==> src/rtl/indexed_list_store_top_defines.svh <==
// Assertion macros shared by the list store RTL.
// Expects clk and rst in the scope where a macro is used.
`ifndef INDEXED_LIST_STORE_TOP_DEFINES_SVH
`define INDEXED_LIST_STORE_TOP_DEFINES_SVH

// Checked only out of reset.
`define ILS_ASSERT(label, prop, msg) \
  label: assert property (@(posedge clk) disable iff (rst) prop) else $error(msg);

// Checked on every edge, reset included.
`define ILS_ASSERT_ALWAYS(label, prop, msg) \
  label: assert property (@(posedge clk) prop) else $error(msg);

`endif

==> src/rtl/ils_pkg.sv <==
// Package for the indexed list store: field widths, codes, FSM states and
// the command/status structs between controller and datapath. No dependencies.
package ils_pkg;

  localparam int DEPTH_DEF         = 64;
  localparam int ELEMENT_WIDTH_DEF = 32;

  localparam int OP_W     = 3;
  localparam int POS_W    = 7;
  localparam int DATA_W   = 32;
  localparam int STATUS_W = 2;
  localparam int COUNT_W  = 7;

  typedef enum logic [OP_W-1:0] {
    OP_PUSH   = 3'd0,
    OP_POP    = 3'd1,
    OP_INSERT = 3'd2,
    OP_REMOVE = 3'd3,
    OP_SET    = 3'd4,
    OP_GET    = 3'd5,
    OP_CLEAR  = 3'd6
  } op_t;

  typedef enum logic [STATUS_W-1:0] {
    ST_OK    = 2'd0,
    ST_RANGE = 2'd1,
    ST_EMPTY = 2'd2,
    ST_FULL  = 2'd3
  } status_t;

  typedef enum logic [2:0] {
    S_IDLE,
    S_EXEC,
    S_READ,
    S_LOOP,
    S_SH_WR,
    S_RESULT
  } state_t;

  typedef enum logic [2:0] {
    AS_COUNT,
    AS_COUNT_M1,
    AS_POS,
    AS_CUR,
    AS_CUR_P1,
    AS_CUR_M1
  } addr_sel_t;

  typedef enum logic [1:0] {
    CNT_HOLD,
    CNT_INC,
    CNT_DEC,
    CNT_CLR
  } cnt_op_t;

  typedef enum logic [2:0] {
    CUR_HOLD,
    CUR_LOAD_CNT,
    CUR_LOAD_POS,
    CUR_INC,
    CUR_DEC
  } cur_op_t;

  typedef struct packed {
    logic      load_item;
    logic      latch_status;
    logic      rd_en;
    addr_sel_t rd_sel;
    logic      wr_en;
    addr_sel_t wr_sel;
    logic      wr_from_rdata;
    cnt_op_t   cnt_op;
    cur_op_t   cur_op;
    logic      cap_rd;
    logic      load_out;
  } ctl_cmd_t;

  typedef struct packed {
    op_t  op;
    logic err;
    logic more;
  } dp_stat_t;

endpackage

==> src/rtl/ils_if.sv <==
// Request and response channel interfaces for the list store.
// Depends on ils_pkg for the field widths.
interface ils_req_if;
  logic                      valid;
  logic                      ready;
  logic [ils_pkg::OP_W-1:0]   op;
  logic [ils_pkg::POS_W-1:0]  position;
  logic [ils_pkg::DATA_W-1:0] data_in;

  modport source (output valid, op, position, data_in, input ready);
  modport sink   (input valid, op, position, data_in, output ready);
endinterface

interface ils_rsp_if;
  logic                        valid;
  logic                        ready;
  logic [ils_pkg::DATA_W-1:0]   data_out;
  logic [ils_pkg::STATUS_W-1:0] status;
  logic [ils_pkg::COUNT_W-1:0]  count_now;
  logic                        is_empty;

  modport source (output valid, data_out, status, count_now, is_empty, input ready);
  modport sink   (input valid, data_out, status, count_now, is_empty, output ready);
endinterface

==> src/rtl/indexed_list_store_top.sv <==
// Indexed list store top level: controller FSM plus datapath over a one-port-
// write, one-port-read element memory with registered read data.
// Push, set, clear, op 7 and any failed word go from execute to result; pop
// and get add a read state. Insert at p moves count - p elements, remove at p
// moves count - 1 - p after its read, each with a memory read and a write.
// Synchronous reset empties the list; element contents are left as they are.
module indexed_list_store_top #(
  parameter int DEPTH         = ils_pkg::DEPTH_DEF,
  parameter int ELEMENT_WIDTH = ils_pkg::ELEMENT_WIDTH_DEF
) (
  input logic      clk,
  input logic      rst,
  ils_req_if.sink  req,
  ils_rsp_if.source rsp
);

  ils_pkg::ctl_cmd_t cmd;
  ils_pkg::dp_stat_t stat;

  ils_ctrl u_ctrl (
    .clk       (clk),
    .rst       (rst),
    .req_valid (req.valid),
    .req_ready (req.ready),
    .rsp_valid (rsp.valid),
    .rsp_ready (rsp.ready),
    .stat      (stat),
    .cmd       (cmd)
  );

  ils_dp #(
    .DEPTH         (DEPTH),
    .ELEMENT_WIDTH (ELEMENT_WIDTH)
  ) u_dp (
    .clk       (clk),
    .rst       (rst),
    .op        (req.op),
    .position  (req.position),
    .data_in   (req.data_in),
    .cmd       (cmd),
    .stat      (stat),
    .data_out  (rsp.data_out),
    .status    (rsp.status),
    .count_now (rsp.count_now),
    .is_empty  (rsp.is_empty)
  );

endmodule

==> src/rtl/ils_ctrl.sv <==
// Controller FSM for the list store: sequences each word's memory accesses
// and the element shift loop. Depends on ils_pkg and the assertion macros.
`include "indexed_list_store_top_defines.svh"

module ils_ctrl (
  input  logic              clk,
  input  logic              rst,
  input  logic              req_valid,
  output logic              req_ready,
  output logic              rsp_valid,
  input  logic              rsp_ready,
  input  ils_pkg::dp_stat_t stat,
  output ils_pkg::ctl_cmd_t cmd
);

  ils_pkg::state_t state, state_next;
  logic            out_free;

  assign out_free = !rsp_valid || rsp_ready;

  always_ff @(posedge clk) begin
    if (rst) begin
      state     <= ils_pkg::S_IDLE;
      rsp_valid <= 1'b0;
    end else begin
      state <= state_next;
      if (cmd.load_out) begin
        rsp_valid <= 1'b1;
      end else if (rsp_ready) begin
        rsp_valid <= 1'b0;
      end
    end
  end

  always_comb begin
    state_next = state;
    unique case (state)
      ils_pkg::S_IDLE: begin
        if (req_valid) state_next = ils_pkg::S_EXEC;
      end
      ils_pkg::S_EXEC: begin
        if (stat.err) begin
          state_next = ils_pkg::S_RESULT;
        end else begin
          case (stat.op)
            ils_pkg::OP_POP, ils_pkg::OP_GET, ils_pkg::OP_REMOVE:
              state_next = ils_pkg::S_READ;
            ils_pkg::OP_INSERT: state_next = ils_pkg::S_LOOP;
            default:            state_next = ils_pkg::S_RESULT;
          endcase
        end
      end
      ils_pkg::S_READ: begin
        state_next = (stat.op == ils_pkg::OP_REMOVE) ? ils_pkg::S_LOOP : ils_pkg::S_RESULT;
      end
      ils_pkg::S_LOOP: begin
        state_next = stat.more ? ils_pkg::S_SH_WR : ils_pkg::S_RESULT;
      end
      ils_pkg::S_SH_WR: begin
        state_next = ils_pkg::S_LOOP;
      end
      ils_pkg::S_RESULT: begin
        if (out_free) state_next = ils_pkg::S_IDLE;
      end
      default: state_next = ils_pkg::S_IDLE;
    endcase
  end

  always_comb begin
    req_ready         = 1'b0;
    cmd               = '0;
    cmd.rd_sel        = ils_pkg::AS_POS;
    cmd.wr_sel        = ils_pkg::AS_POS;
    cmd.cnt_op        = ils_pkg::CNT_HOLD;
    cmd.cur_op        = ils_pkg::CUR_HOLD;
    unique case (state)
      ils_pkg::S_IDLE: begin
        req_ready     = 1'b1;
        cmd.load_item = req_valid;
      end
      ils_pkg::S_EXEC: begin
        cmd.latch_status = 1'b1;
        if (!stat.err) begin
          case (stat.op)
            ils_pkg::OP_PUSH: begin
              cmd.wr_en  = 1'b1;
              cmd.wr_sel = ils_pkg::AS_COUNT;
              cmd.cnt_op = ils_pkg::CNT_INC;
            end
            ils_pkg::OP_POP: begin
              cmd.rd_en  = 1'b1;
              cmd.rd_sel = ils_pkg::AS_COUNT_M1;
              cmd.cnt_op = ils_pkg::CNT_DEC;
            end
            ils_pkg::OP_INSERT: begin
              cmd.cur_op = ils_pkg::CUR_LOAD_CNT;
            end
            ils_pkg::OP_REMOVE: begin
              cmd.rd_en  = 1'b1;
              cmd.cur_op = ils_pkg::CUR_LOAD_POS;
            end
            ils_pkg::OP_SET: begin
              cmd.wr_en = 1'b1;
            end
            ils_pkg::OP_GET: begin
              cmd.rd_en = 1'b1;
            end
            ils_pkg::OP_CLEAR: begin
              cmd.cnt_op = ils_pkg::CNT_CLR;
            end
            default: ;
          endcase
        end
      end
      ils_pkg::S_READ: begin
        cmd.cap_rd = 1'b1;
      end
      ils_pkg::S_LOOP: begin
        if (stat.more) begin
          cmd.rd_en  = 1'b1;
          cmd.rd_sel = (stat.op == ils_pkg::OP_INSERT) ? ils_pkg::AS_CUR_M1
                                                       : ils_pkg::AS_CUR_P1;
        end else if (stat.op == ils_pkg::OP_INSERT) begin
          // gap is open at position: drop the new element in
          cmd.wr_en  = 1'b1;
          cmd.cnt_op = ils_pkg::CNT_INC;
        end else begin
          cmd.cnt_op = ils_pkg::CNT_DEC;
        end
      end
      ils_pkg::S_SH_WR: begin
        cmd.wr_en         = 1'b1;
        cmd.wr_sel        = ils_pkg::AS_CUR;
        cmd.wr_from_rdata = 1'b1;
        cmd.cur_op        = (stat.op == ils_pkg::OP_INSERT) ? ils_pkg::CUR_DEC
                                                            : ils_pkg::CUR_INC;
      end
      ils_pkg::S_RESULT: begin
        cmd.load_out = out_free;
      end
      default: ;
    endcase
  end

  `ILS_ASSERT(a_accept_to_exec, ((req_valid && req_ready) |=> (state == ils_pkg::S_EXEC)), "accepted word not executed")
  `ILS_ASSERT(a_load_out_free, (cmd.load_out |-> (!rsp_valid || rsp_ready)), "result overwrites pending word")
  `ILS_ASSERT(a_shift_after_loop, ((state == ils_pkg::S_SH_WR) |-> ($past(state) == ils_pkg::S_LOOP)), "shift write without read")

endmodule

==> src/rtl/ils_dp.sv <==
// Datapath for the list store: item registers, element memory, fill count,
// shift cursor and result register. Depends on ils_pkg and the assertion macros.
`include "indexed_list_store_top_defines.svh"

module ils_dp #(
  parameter int DEPTH         = ils_pkg::DEPTH_DEF,
  parameter int ELEMENT_WIDTH = ils_pkg::ELEMENT_WIDTH_DEF
) (
  input  logic                         clk,
  input  logic                         rst,
  input  logic [ils_pkg::OP_W-1:0]     op,
  input  logic [ils_pkg::POS_W-1:0]    position,
  input  logic [ils_pkg::DATA_W-1:0]   data_in,
  input  ils_pkg::ctl_cmd_t            cmd,
  output ils_pkg::dp_stat_t            stat,
  output logic [ils_pkg::DATA_W-1:0]   data_out,
  output logic [ils_pkg::STATUS_W-1:0] status,
  output logic [ils_pkg::COUNT_W-1:0]  count_now,
  output logic                         is_empty
);

  localparam int AW    = $clog2(DEPTH);
  localparam int CW    = $clog2(DEPTH + 1);
  localparam int CMPW  = (CW > ils_pkg::POS_W) ? CW : ils_pkg::POS_W;
  localparam int CNTX  = (CW > ils_pkg::COUNT_W) ? CW : ils_pkg::COUNT_W;
  localparam int WIDE  = (ELEMENT_WIDTH > ils_pkg::DATA_W) ? ELEMENT_WIDTH : ils_pkg::DATA_W;

  logic [ELEMENT_WIDTH-1:0] mem [DEPTH];

  ils_pkg::op_t             op_q;
  logic [ils_pkg::POS_W-1:0] pos_q;
  logic [ELEMENT_WIDTH-1:0] val_q;
  logic [CW-1:0]            count;
  logic [CW-1:0]            cursor;
  logic [ELEMENT_WIDTH-1:0] rdata;
  logic [ELEMENT_WIDTH-1:0] rd_hold;
  ils_pkg::status_t         status_q;
  ils_pkg::status_t         err_code;

  logic [WIDE-1:0]          in_wide;
  logic [WIDE-1:0]          rd_wide;
  logic [CMPW-1:0]          pos_wide;
  logic [CMPW-1:0]          cnt_cmp;
  logic [CMPW-1:0]          cur_cmp;
  logic [CNTX-1:0]          cnt_wide;
  logic [CW-1:0]            cnt_m1;
  logic [CW-1:0]            cur_p1;
  logic [CW-1:0]            cur_m1;
  logic                     full;
  logic [AW-1:0]            rd_addr;
  logic [AW-1:0]            wr_addr;
  logic [ELEMENT_WIDTH-1:0] wr_data;

  assign in_wide  = WIDE'(data_in);
  assign rd_wide  = WIDE'(rd_hold);
  assign pos_wide = CMPW'(pos_q);
  assign cnt_cmp  = CMPW'(count);
  assign cur_cmp  = CMPW'(cursor);
  assign cnt_wide = CNTX'(count);
  assign cnt_m1   = count - CW'(1);
  assign cur_p1   = cursor + CW'(1);
  assign cur_m1   = cursor - CW'(1);
  assign full     = (count == CW'(DEPTH));

  function automatic logic [AW-1:0] addr_of(input ils_pkg::addr_sel_t sel,
                                            input logic [CW-1:0] cnt,
                                            input logic [CW-1:0] cm1,
                                            input logic [CMPW-1:0] p,
                                            input logic [CW-1:0] c,
                                            input logic [CW-1:0] cp1,
                                            input logic [CW-1:0] cn1);
    logic [AW-1:0] a;
    unique case (sel)
      ils_pkg::AS_COUNT:    a = cnt[AW-1:0];
      ils_pkg::AS_COUNT_M1: a = cm1[AW-1:0];
      ils_pkg::AS_POS:      a = p[AW-1:0];
      ils_pkg::AS_CUR:      a = c[AW-1:0];
      ils_pkg::AS_CUR_P1:   a = cp1[AW-1:0];
      ils_pkg::AS_CUR_M1:   a = cn1[AW-1:0];
      default:              a = '0;
    endcase
    return a;
  endfunction

  assign rd_addr = addr_of(cmd.rd_sel, count, cnt_m1, pos_wide, cursor, cur_p1, cur_m1);
  assign wr_addr = addr_of(cmd.wr_sel, count, cnt_m1, pos_wide, cursor, cur_p1, cur_m1);
  assign wr_data = cmd.wr_from_rdata ? rdata : val_q;

  // Status check on the latched word, against the count before it changes.
  always_comb begin
    err_code = ils_pkg::ST_OK;
    case (op_q)
      ils_pkg::OP_PUSH: begin
        if (full) err_code = ils_pkg::ST_FULL;
      end
      ils_pkg::OP_POP: begin
        if (count == '0) err_code = ils_pkg::ST_EMPTY;
      end
      ils_pkg::OP_INSERT: begin
        if (pos_wide > cnt_cmp) err_code = ils_pkg::ST_RANGE;
        else if (full)          err_code = ils_pkg::ST_FULL;
      end
      ils_pkg::OP_REMOVE, ils_pkg::OP_SET, ils_pkg::OP_GET: begin
        if (pos_wide >= cnt_cmp) err_code = ils_pkg::ST_RANGE;
      end
      default: err_code = ils_pkg::ST_OK;
    endcase
  end

  assign stat.op   = op_q;
  assign stat.err  = (err_code != ils_pkg::ST_OK);
  // insert walks down from the tail, remove walks up towards it
  assign stat.more = (op_q == ils_pkg::OP_INSERT) ? (cur_cmp > pos_wide) : (cur_p1 < count);

  always_ff @(posedge clk) begin
    if (cmd.wr_en) begin
      mem[wr_addr] <= wr_data;
    end
  end

  always_ff @(posedge clk) begin
    if (cmd.rd_en) begin
      rdata <= mem[rd_addr];
    end
  end

  always_ff @(posedge clk) begin
    if (rst) begin
      count <= '0;
    end else begin
      unique case (cmd.cnt_op)
        ils_pkg::CNT_HOLD: count <= count;
        ils_pkg::CNT_INC:  count <= count + CW'(1);
        ils_pkg::CNT_DEC:  count <= cnt_m1;
        ils_pkg::CNT_CLR:  count <= '0;
        default:           count <= count;
      endcase
    end
  end

  always_ff @(posedge clk) begin
    if (cmd.load_item) begin
      op_q    <= ils_pkg::op_t'(op);
      pos_q   <= position;
      val_q   <= in_wide[ELEMENT_WIDTH-1:0];
      rd_hold <= '0;
    end else if (cmd.cap_rd) begin
      rd_hold <= rdata;
    end
    if (cmd.latch_status) begin
      status_q <= err_code;
    end
    unique case (cmd.cur_op)
      ils_pkg::CUR_HOLD:     cursor <= cursor;
      ils_pkg::CUR_LOAD_CNT: cursor <= count;
      ils_pkg::CUR_LOAD_POS: cursor <= pos_wide[CW-1:0];
      ils_pkg::CUR_INC:      cursor <= cur_p1;
      ils_pkg::CUR_DEC:      cursor <= cur_m1;
      default:               cursor <= cursor;
    endcase
    if (cmd.load_out) begin
      data_out  <= rd_wide[ils_pkg::DATA_W-1:0];
      status    <= status_q;
      count_now <= cnt_wide[ils_pkg::COUNT_W-1:0];
      is_empty  <= (count == '0);
    end
  end

  `ILS_ASSERT(a_count_bound, (count <= CW'(DEPTH)), "fill count beyond capacity")
  `ILS_ASSERT(a_err_keeps_count, ((cmd.latch_status && stat.err) |=> $stable(count)), "failed word changed the count")

endmodule

==> src/flat_wrapper.sv <==
// flat-port wrapper written by rule: the top's interface ports become plain ports
module indexed_list_store_top_flat 
#(
  parameter int DEPTH         = ils_pkg::DEPTH_DEF,
  parameter int ELEMENT_WIDTH = ils_pkg::ELEMENT_WIDTH_DEF
)
  (clk, rst, req_valid, req_op, req_position, req_data_in, req_ready, rsp_valid, rsp_data_out, rsp_status, rsp_count_now, rsp_is_empty, rsp_ready);
  ils_req_if req_i ();
  ils_rsp_if rsp_i ();
  input logic clk;
  input logic rst;
  input wire logic [$bits(req_i.valid)-1:0] req_valid;
  input wire logic [$bits(req_i.op)-1:0] req_op;
  input wire logic [$bits(req_i.position)-1:0] req_position;
  input wire logic [$bits(req_i.data_in)-1:0] req_data_in;
  output wire logic [$bits(req_i.ready)-1:0] req_ready;
  output wire logic [$bits(rsp_i.valid)-1:0] rsp_valid;
  output wire logic [$bits(rsp_i.data_out)-1:0] rsp_data_out;
  output wire logic [$bits(rsp_i.status)-1:0] rsp_status;
  output wire logic [$bits(rsp_i.count_now)-1:0] rsp_count_now;
  output wire logic [$bits(rsp_i.is_empty)-1:0] rsp_is_empty;
  input wire logic [$bits(rsp_i.ready)-1:0] rsp_ready;
  assign req_i.valid = req_valid;
  assign req_i.op = req_op;
  assign req_i.position = req_position;
  assign req_i.data_in = req_data_in;
  assign req_ready = req_i.ready;
  assign rsp_valid = rsp_i.valid;
  assign rsp_data_out = rsp_i.data_out;
  assign rsp_status = rsp_i.status;
  assign rsp_count_now = rsp_i.count_now;
  assign rsp_is_empty = rsp_i.is_empty;
  assign rsp_i.ready = rsp_ready;
  indexed_list_store_top #(.DEPTH(DEPTH), .ELEMENT_WIDTH(ELEMENT_WIDTH)) u_core (.clk(clk), .rst(rst), .req(req_i), .rsp(rsp_i));
endmodule
==> config.mk <==
export PLATFORM = sky130hd
export DESIGN_NAME = indexed_list_store_top_flat
export DESIGN_NICKNAME = d
export VERILOG_FILES = /design/src/rtl/ils_pkg.sv /design/src/rtl/ils_if.sv /design/src/rtl/indexed_list_store_top.sv /design/src/rtl/ils_ctrl.sv /design/src/rtl/ils_dp.sv /design/src/flat_wrapper.sv
export VERILOG_INCLUDE_DIRS = /design/src /design/src/rtl
export SDC_FILE = /design/constraint.sdc
export NUM_CORES = 2
export LEC_CHECK = 0
export BUFFER_PORTS_ARGS = -buffer_cell sky130_fd_sc_hd__buf_2
export CAP_MARGIN = 40
export CORE_UTILIZATION = 35
export CTS_BUF_LIST = sky130_fd_sc_hd__clkbuf_16
export DETAILED_ROUTE_END_ITERATION = 10
export GPL_ROUTABILITY_DRIVEN = 0
export GPL_TIMING_DRIVEN = 0
export SYNTH_ARGS = -nofsm -noshare
export SYNTH_HDL_FRONTEND = slang
export SYNTH_SLANG_ARGS = --single-unit
==> constraint.sdc <==
create_clock -name clk -period 14.1 [get_ports clk]
set_input_delay 0.705 -clock clk [delete_from_list [all_inputs] [get_ports clk]]
set_output_delay 0.705 -clock clk [all_outputs]
set_load 0.02 [all_outputs]
Word-level counts from Yosys, hierarchy flattened
Memories as Yosys holds them, arrays and structs flattened. A register that Yosys moved wholly into a read port is not among the register bits.
Cells that the tools add are included.
{ "op_classes": {"reduce_logical": 15, "mux": 48, "n_eq_ne": 31, "addsub": 4, "n_lt_le_gt_ge": 4} }
{ "op_table": {"columns": ["operator", "n"], "rows": [
  ["6-bit case mux with 6 select lines", 2],
  ["32-bit 2-to-1 mux", 1],
  ["3-bit by 2-bit equality test with 1-bit output, second input constant", 10],
  ["3-bit equality test, second input constant", 10],
  ["7-bit case mux with 4 select lines", 1],
  ["7-bit case mux with 3 select lines", 1],
  ["1-bit 2-to-1 mux", 18],
  ["3-bit case mux with 2 select lines", 3],
  ["3-bit case mux with 6 select lines", 1],
  ["3-bit by 1-bit equality test with 1-bit output, second input constant", 5],
  ["3-bit 2-to-1 mux", 5],
  ["7-bit by 1-bit adder with 7-bit output, second input constant", 2],
  ["7-bit > comparator", 2],
  ["2-bit 2-to-1 mux", 7],
  ["7-bit by 1-bit subtractor with 7-bit output, second input constant", 2],
  ["3-bit logical NOT", 4],
  ["8-bit 2-to-1 mux", 1],
  ["2-bit case mux with 2 select lines", 2],
  ["2-bit case mux with 4 select lines", 1],
  ["4-bit case mux with 2 select lines", 1],
  ["7-bit equality test, second input constant", 1],
  ["7-bit >= comparator", 1],
  ["7-bit logical NOT", 1],
  ["7-bit less-than comparator", 1],
  ["15 further kinds", 19]
]} }
{ "totals": {"out_inout_bits": 44, "register_bits": 136, "memories": 1, "ramBits": 2048} }
{ "memory_table": {"columns": ["name", "depth", "word_bits", "rd", "rd_clocked_by_memory_dff", "wr", "line_no", "rtl"], "rows": [
  ["u_core.u_dp.mem", 64, 32, 1, 1, 1, "ils_dp.sv:28", "logic [ELEMENT_WIDTH-1:0] mem [DEPTH];"]
]} }

Logic depth before layout (Yosys ltp)
{ "depth": {"depth_word": 9, "ltp_mapped": 20} }

Cells and area by module
A second synthesis with hierarchy kept.
{ "hier_totals": {"cells_unflattened": 6348, "hier_area_um2": 88688.8} }
{ "by_module_without_submodules": {"columns": ["mod", "cells_per_inst", "instances", "area_per_inst_um2"], "rows": [
  ["ils_dp", 6281, 1, 88189.6],
  ["ils_ctrl", 67, 1, 499.2]
]} }

Worst setup path before layout
No wires, ideal clock.
{ "synth_path": {"kind": "register to register", "start": "register u_core.u_dp.count[4] (netlist: u_core.u_dp.cnt_cmp[4])", "end": "register u_core.u_dp.rdata[0] (read register of u_core.u_dp.mem), enable pin", "arrival_ns": 5.899, "path_stages_with_launch": 11, "required_ns": 13.567, "path_buffers": 1, "path_slack_ns": 7.667, "synth_period_minus_slack_ns": 6.433, "setup_ns": 0.533, "path_cell_list": "dfxtp_1 -> clkbuf_1 -> inv_1 -> ha_1 -> a21o_1 -> a21o_1 -> a21o_1 -> o21ai_0 -> nand3_1 -> a211o_1 -> o311ai_0"} }
{ "synth_rtl": {"columns": ["element", "line_no", "rtl"], "rows": [
  ["start, declared", "ils_dp.sv:33", "logic [CW-1:0] count;"],
  ["start signal, assigned", "ils_dp.sv:132", "ils_pkg::CNT_HOLD: count <= count;"],
  ["start signal, assigned", "ils_dp.sv:133", "ils_pkg::CNT_INC: count <= count + CW'(1);"],
  ["start signal, assigned", "ils_dp.sv:134", "ils_pkg::CNT_DEC: count <= cnt_m1;"],
  ["end, declared", "ils_dp.sv:35", "logic [ELEMENT_WIDTH-1:0] rdata;"]
]} }

Worst setup path in the final report
{ "layout_path": {"start": "register u_core.u_dp.cursor[3] (netlist: u_core.u_dp.cur_cmp[3])", "end": "register u_core.u_dp.rdata[1] (read register of u_core.u_dp.mem), data pin"} }
{ "layout_via": {"elab_chain_len": 7} }
{ "layout_rtl": {"columns": ["element", "line_no", "rtl"], "rows": [
  ["start, declared", "ils_dp.sv:34", "logic [CW-1:0] cursor;"],
  ["start signal, assigned", "ils_dp.sv:154", "ils_pkg::CUR_HOLD: cursor <= cursor;"],
  ["start signal, assigned", "ils_dp.sv:155", "ils_pkg::CUR_LOAD_CNT: cursor <= count;"],
  ["start signal, assigned", "ils_dp.sv:156", "ils_pkg::CUR_LOAD_POS: cursor <= pos_wide[CW-1:0];"],
  ["7-bit by 1-bit adder with 7-bit output", "ils_dp.sv:61", "assign cur_p1 = cursor + CW'(1);"],
  ["7-bit less-than comparator", "ils_dp.sv:113", "assign stat.more = (op_q == ils_pkg::OP_INSERT) ? (cur_cmp > pos_wide) : (cur_p1 < count);"],
  ["1-bit 2-to-1 mux", "ils_dp.sv:113", null],
  ["4-bit 2-to-1 mux", "ils_ctrl.sv:119", "if (stat.more) begin"],
  ["4-bit case mux with 2 select lines", "ils_ctrl.sv:76", "unique case (state)"],
  ["3-bit equality test (tied with other cells)", "ils_dp.sv:73", "unique case (sel)"],
  ["6-bit case mux with 6 select lines", "ils_dp.sv:73", null]
]} }
Several ways; a longest one is shown, not always the timed one.
A chain may end at the register's enable or synchronous reset.

==> results.md <==
* Status: complete, no violations
* Distinct cells, synth at between 80 and 90
* Clock buffer depth at 3
* Worst path slowest cell: nand2_1
* Area contributors post-synth: edfxtp_1, mux4_2, nand2_1
* Post-DP HPWL at roughly 230,000 µm
* Clk root buf: clkbuf_16
* Antenna viol nets, final at 0
* Worst Hold Class: in -> reg
* Final period utilization at between 50% and 60%
* # fillers at 21,700
* Final Hold Fails at 0
* Number of port buffers at 89
* Async S/R FF share, synth at 0%
* Hold Slack at 0.157 ns
* Leak at 34.1 nW
* Initial antenna violation count at 28
* Crit path depth at 18
* Post-synth top area share at between 70 and 80%
* Crit-path leading delay family: simple AND/OR/NAND/NOR gates
* GRT Util Overall at about a quarter
* DRT Pass-1 Iters at 10
* Number of global-route vias before repair at 53,900
* Peak supply drop at around 0.13 mV
* Critical Path AT at 8.00 ns
* DR vias at 57,200
* Die Width at 500 µm
* Clock Pin Slew Worst Setup and Hold Paths at ~0.070 ns
* Initial Util at a little over a third
* Post-cts repair resize count at 0
* Worst setup SP type: flip-flop
* Synth cell count leaders: edfxtp_1, nand2_1, nand3_1
* RSZ-0062 raised after global routing: no
* Worst Max-Slew Pin Slew at about 1.1 ns
* CTS tree: yes
* Total Nets Final at between 6,000 and 7,000
* Main flop type after synthesis: edfxtp_1
* Critical Path Sink Type: flip-flop
* CTS buffer count at roughly 220
* Synth Register Bits at 2,216
* Die Ht at 500 µm
* # Max-Cap Violations at 0
* Final setup viols at 0
* Worst-case reg-to-reg path depth at 18
* Drt drc at 0
* Core Box Area at 246,000 µm²
* Final Core Density at 42.0%
* Rows at about 180
* Synth Cell Area at 86,800 µm²
* Io pins at 90
* Skew final at just over 0.06 ns
* First-pass GRT wire length at 437,000 µm
* Area growth, synth to finish at 19.3%
* Avg Inst Size Synth at 15.8 µm²
* Setup bufs post-CTS at 0
* Seq/Total Area, Yosys at 76.2%
* Critical Path, Cell by Cell: clkbuf_1, nand3_1, nor3_1, xor2_1, ha_1, a21o_1, a2111oi_4, o21ai_1, nand4_1, nand2_1, nand2_1, nor2_1, clkbuf_1, buf_6, a32o_1, nor4_1, buf_2, nand4_1
* Peak per-stage delay on the critical path at 0.80 ns
* Final min period at 7.48 ns
* Skew-Pair Late Insertion Delay at slightly below 0.9 ns
* Count leader, synth: edfxtp_1
* CTS Sinks at 2,216
* Vias per cell at 5.96
* Crit path max fanout at 7
* Hold Crit Depth at 4
* Final slew viol count at 0
* H-tree Lvls at 4
* CTS Hold Bufs at 42
* Pwr dens at 167 nW/µm²
* Fraction of layout cells with a size suffix above 1 at 17.9%
* Crit path kind: reg -> reg
* DRT iter0 DRCs at 11,000
* Die area at between 200,000 and 250,000 µm²
* WP data required at around 15 ns
* Largest area contributor in the netlist: edfxtp_1
* Ys Warns at 0
* Relative slew slack at 24.9%
* Syn nets at 5,571
* Fmax at 134 MHz
* Grt total ovfl at 0
* Largest net degree at the start of global routing at 65
* CP bufs+invs at 4
* EDFF count, synth at 2,173
* Sum Neg Setup Slack at 0 ns
* Design Power at 0.0173 W
* Syn Inst Count at 5,501
* Final wirelength at 324,000 µm
* Routed len/inst at 33.8 µm
-- worst reg2reg max path, cell delays in order (launching register included) --
cell and delay [ns]:
edfxtp_1 0.39, clkbuf_1 0.35, nand3_1 0.17, nor3_1 0.20, xor2_1 0.35, ha_1 0.32
a21o_1 0.21, a2111oi_4 0.67, o21ai_1 0.42, nand4_1 0.26, nand2_1 0.45, nand2_1 0.80
nor2_1 0.36, clkbuf_1 0.38, buf_6 0.25, a32o_1 0.22, nor4_1 0.70, buf_2 0.31
nand4_1 0.31
-- final cells by class --
| class | count | area [µm²] | area share (%) |
|---|---|---|---|
| sequential | 2216 | 66100 | 63.9 |
| multi-input combinational | 2929 | 19600 | 18.9 |
| clock buffer | 225 | 5630 | 5.44 |
| timing repair buffer | 362 | 4920 | 4.76 |
| tap | 3312 | 4140 | 4.00 |
| buffer | 334 | 1630 | 1.58 |
| clock inverter | 183 | 1390 | 1.34 |
| inverter | 22 | 82.6 | 0.0798 |
| antenna | 9 | 22.5 | 0.0218 |
-- placed cells by master, fill, tap and decap left out, drive strengths merged, types with 9 or more instances in the layout --
cell type,instances
inv,80
nand4,90
a211oi,84
nand2,1201
a21oi,111
buf,511
o22ai,16
or3,9
a221oi,16
mux4,200
diode,9
nand3,319
a31o,11
a32oi,69
a2111oi,9
a22oi,60
a31oi,105
nor2,128
ha,24
o211ai,15
and2,9
edfxtp,2173
nor4,17
and3,113
clkinv,109
dlygate4sd3,42
bufinv,15
a32o,12
mux2i,87
dfxtp,43
a311oi,16
o21ai,62
clkbuf,364
nor3,35
-- power breakdown --
| group | internal [W] | switching, W | total, W |
|---|---|---|---|
| clock network | 0.00317 | 0.00259 | 0.00576 |
| logic | 0.000986 | 0.00282 | 0.00381 |
| registers | 0.00766 | 0.0000498 | 0.00771 |
-- kinds of logic after synthesis --
family / count (synthesis) / share of synthesized area [%]
flip-flops: 2216 / 76.2
AND/OR/NAND/NOR: 1954 / 9.82
AO/OA/AOI/OAI: 646 / 5.29
buffers and inverters: 356 / 1.97
multiplexers: 290 / 6.23
adder cells (fa/ha/maj): 24 / 0.346
XOR/XNOR: 15 / 0.151
-- metrics by stage --
stage	instance area [µm²]	worst slack (ns)	cells
after floorplan	86800	7.67	5501
after global placement	91400	4.99	8902
after detailed placement	95900	7.18	9126
after CTS	103000	7.16	9576
after global routing	103000	6.74	9584
final	103000	6.62	9592
-- routing by layer --
| metal | part of all wire (%) | track usage, % |
|---|---|---|
| met1 | 35 | 31.6 |
| met2 | 44 | 37.9 |
| met3 | 15 | 9.57 |
| met4 | 6.5 | 14.2 |
| met5 | 0.096 | 0.424 |
-- flip-flops by register name (all words and copies together) (netlist names), 32 cells and up --
register and flops:
u_core.u_dp.mem 2048, u_core.u_dp.data_out 32, u_core.u_dp.rd_hold 32, u_core.u_dp.rdata 32
u_core.u_dp.val_q 32
-- final timing paths --
kind              slack (ns)                                 from                                   to
setup / recovery        6.62     u_core.u_dp.cur_cmp[3]$_DFFE_PP_       u_core.u_dp.rdata[1]$_DFFE_PP_
setup reg to reg        6.62     u_core.u_dp.cur_cmp[3]$_DFFE_PP_       u_core.u_dp.rdata[1]$_DFFE_PP_
hold / removal          0.16                                  rst  u_core.u_ctrl.state[2]$_SDFFE_PP0P_
hold reg to reg         0.43  u_core.u_dp.cnt_cmp[3]$_SDFFE_PP0P_   u_core.u_dp.count_now[3]$_DFFE_PP_
No activity file was read; power rests on OpenSTA's default activity.
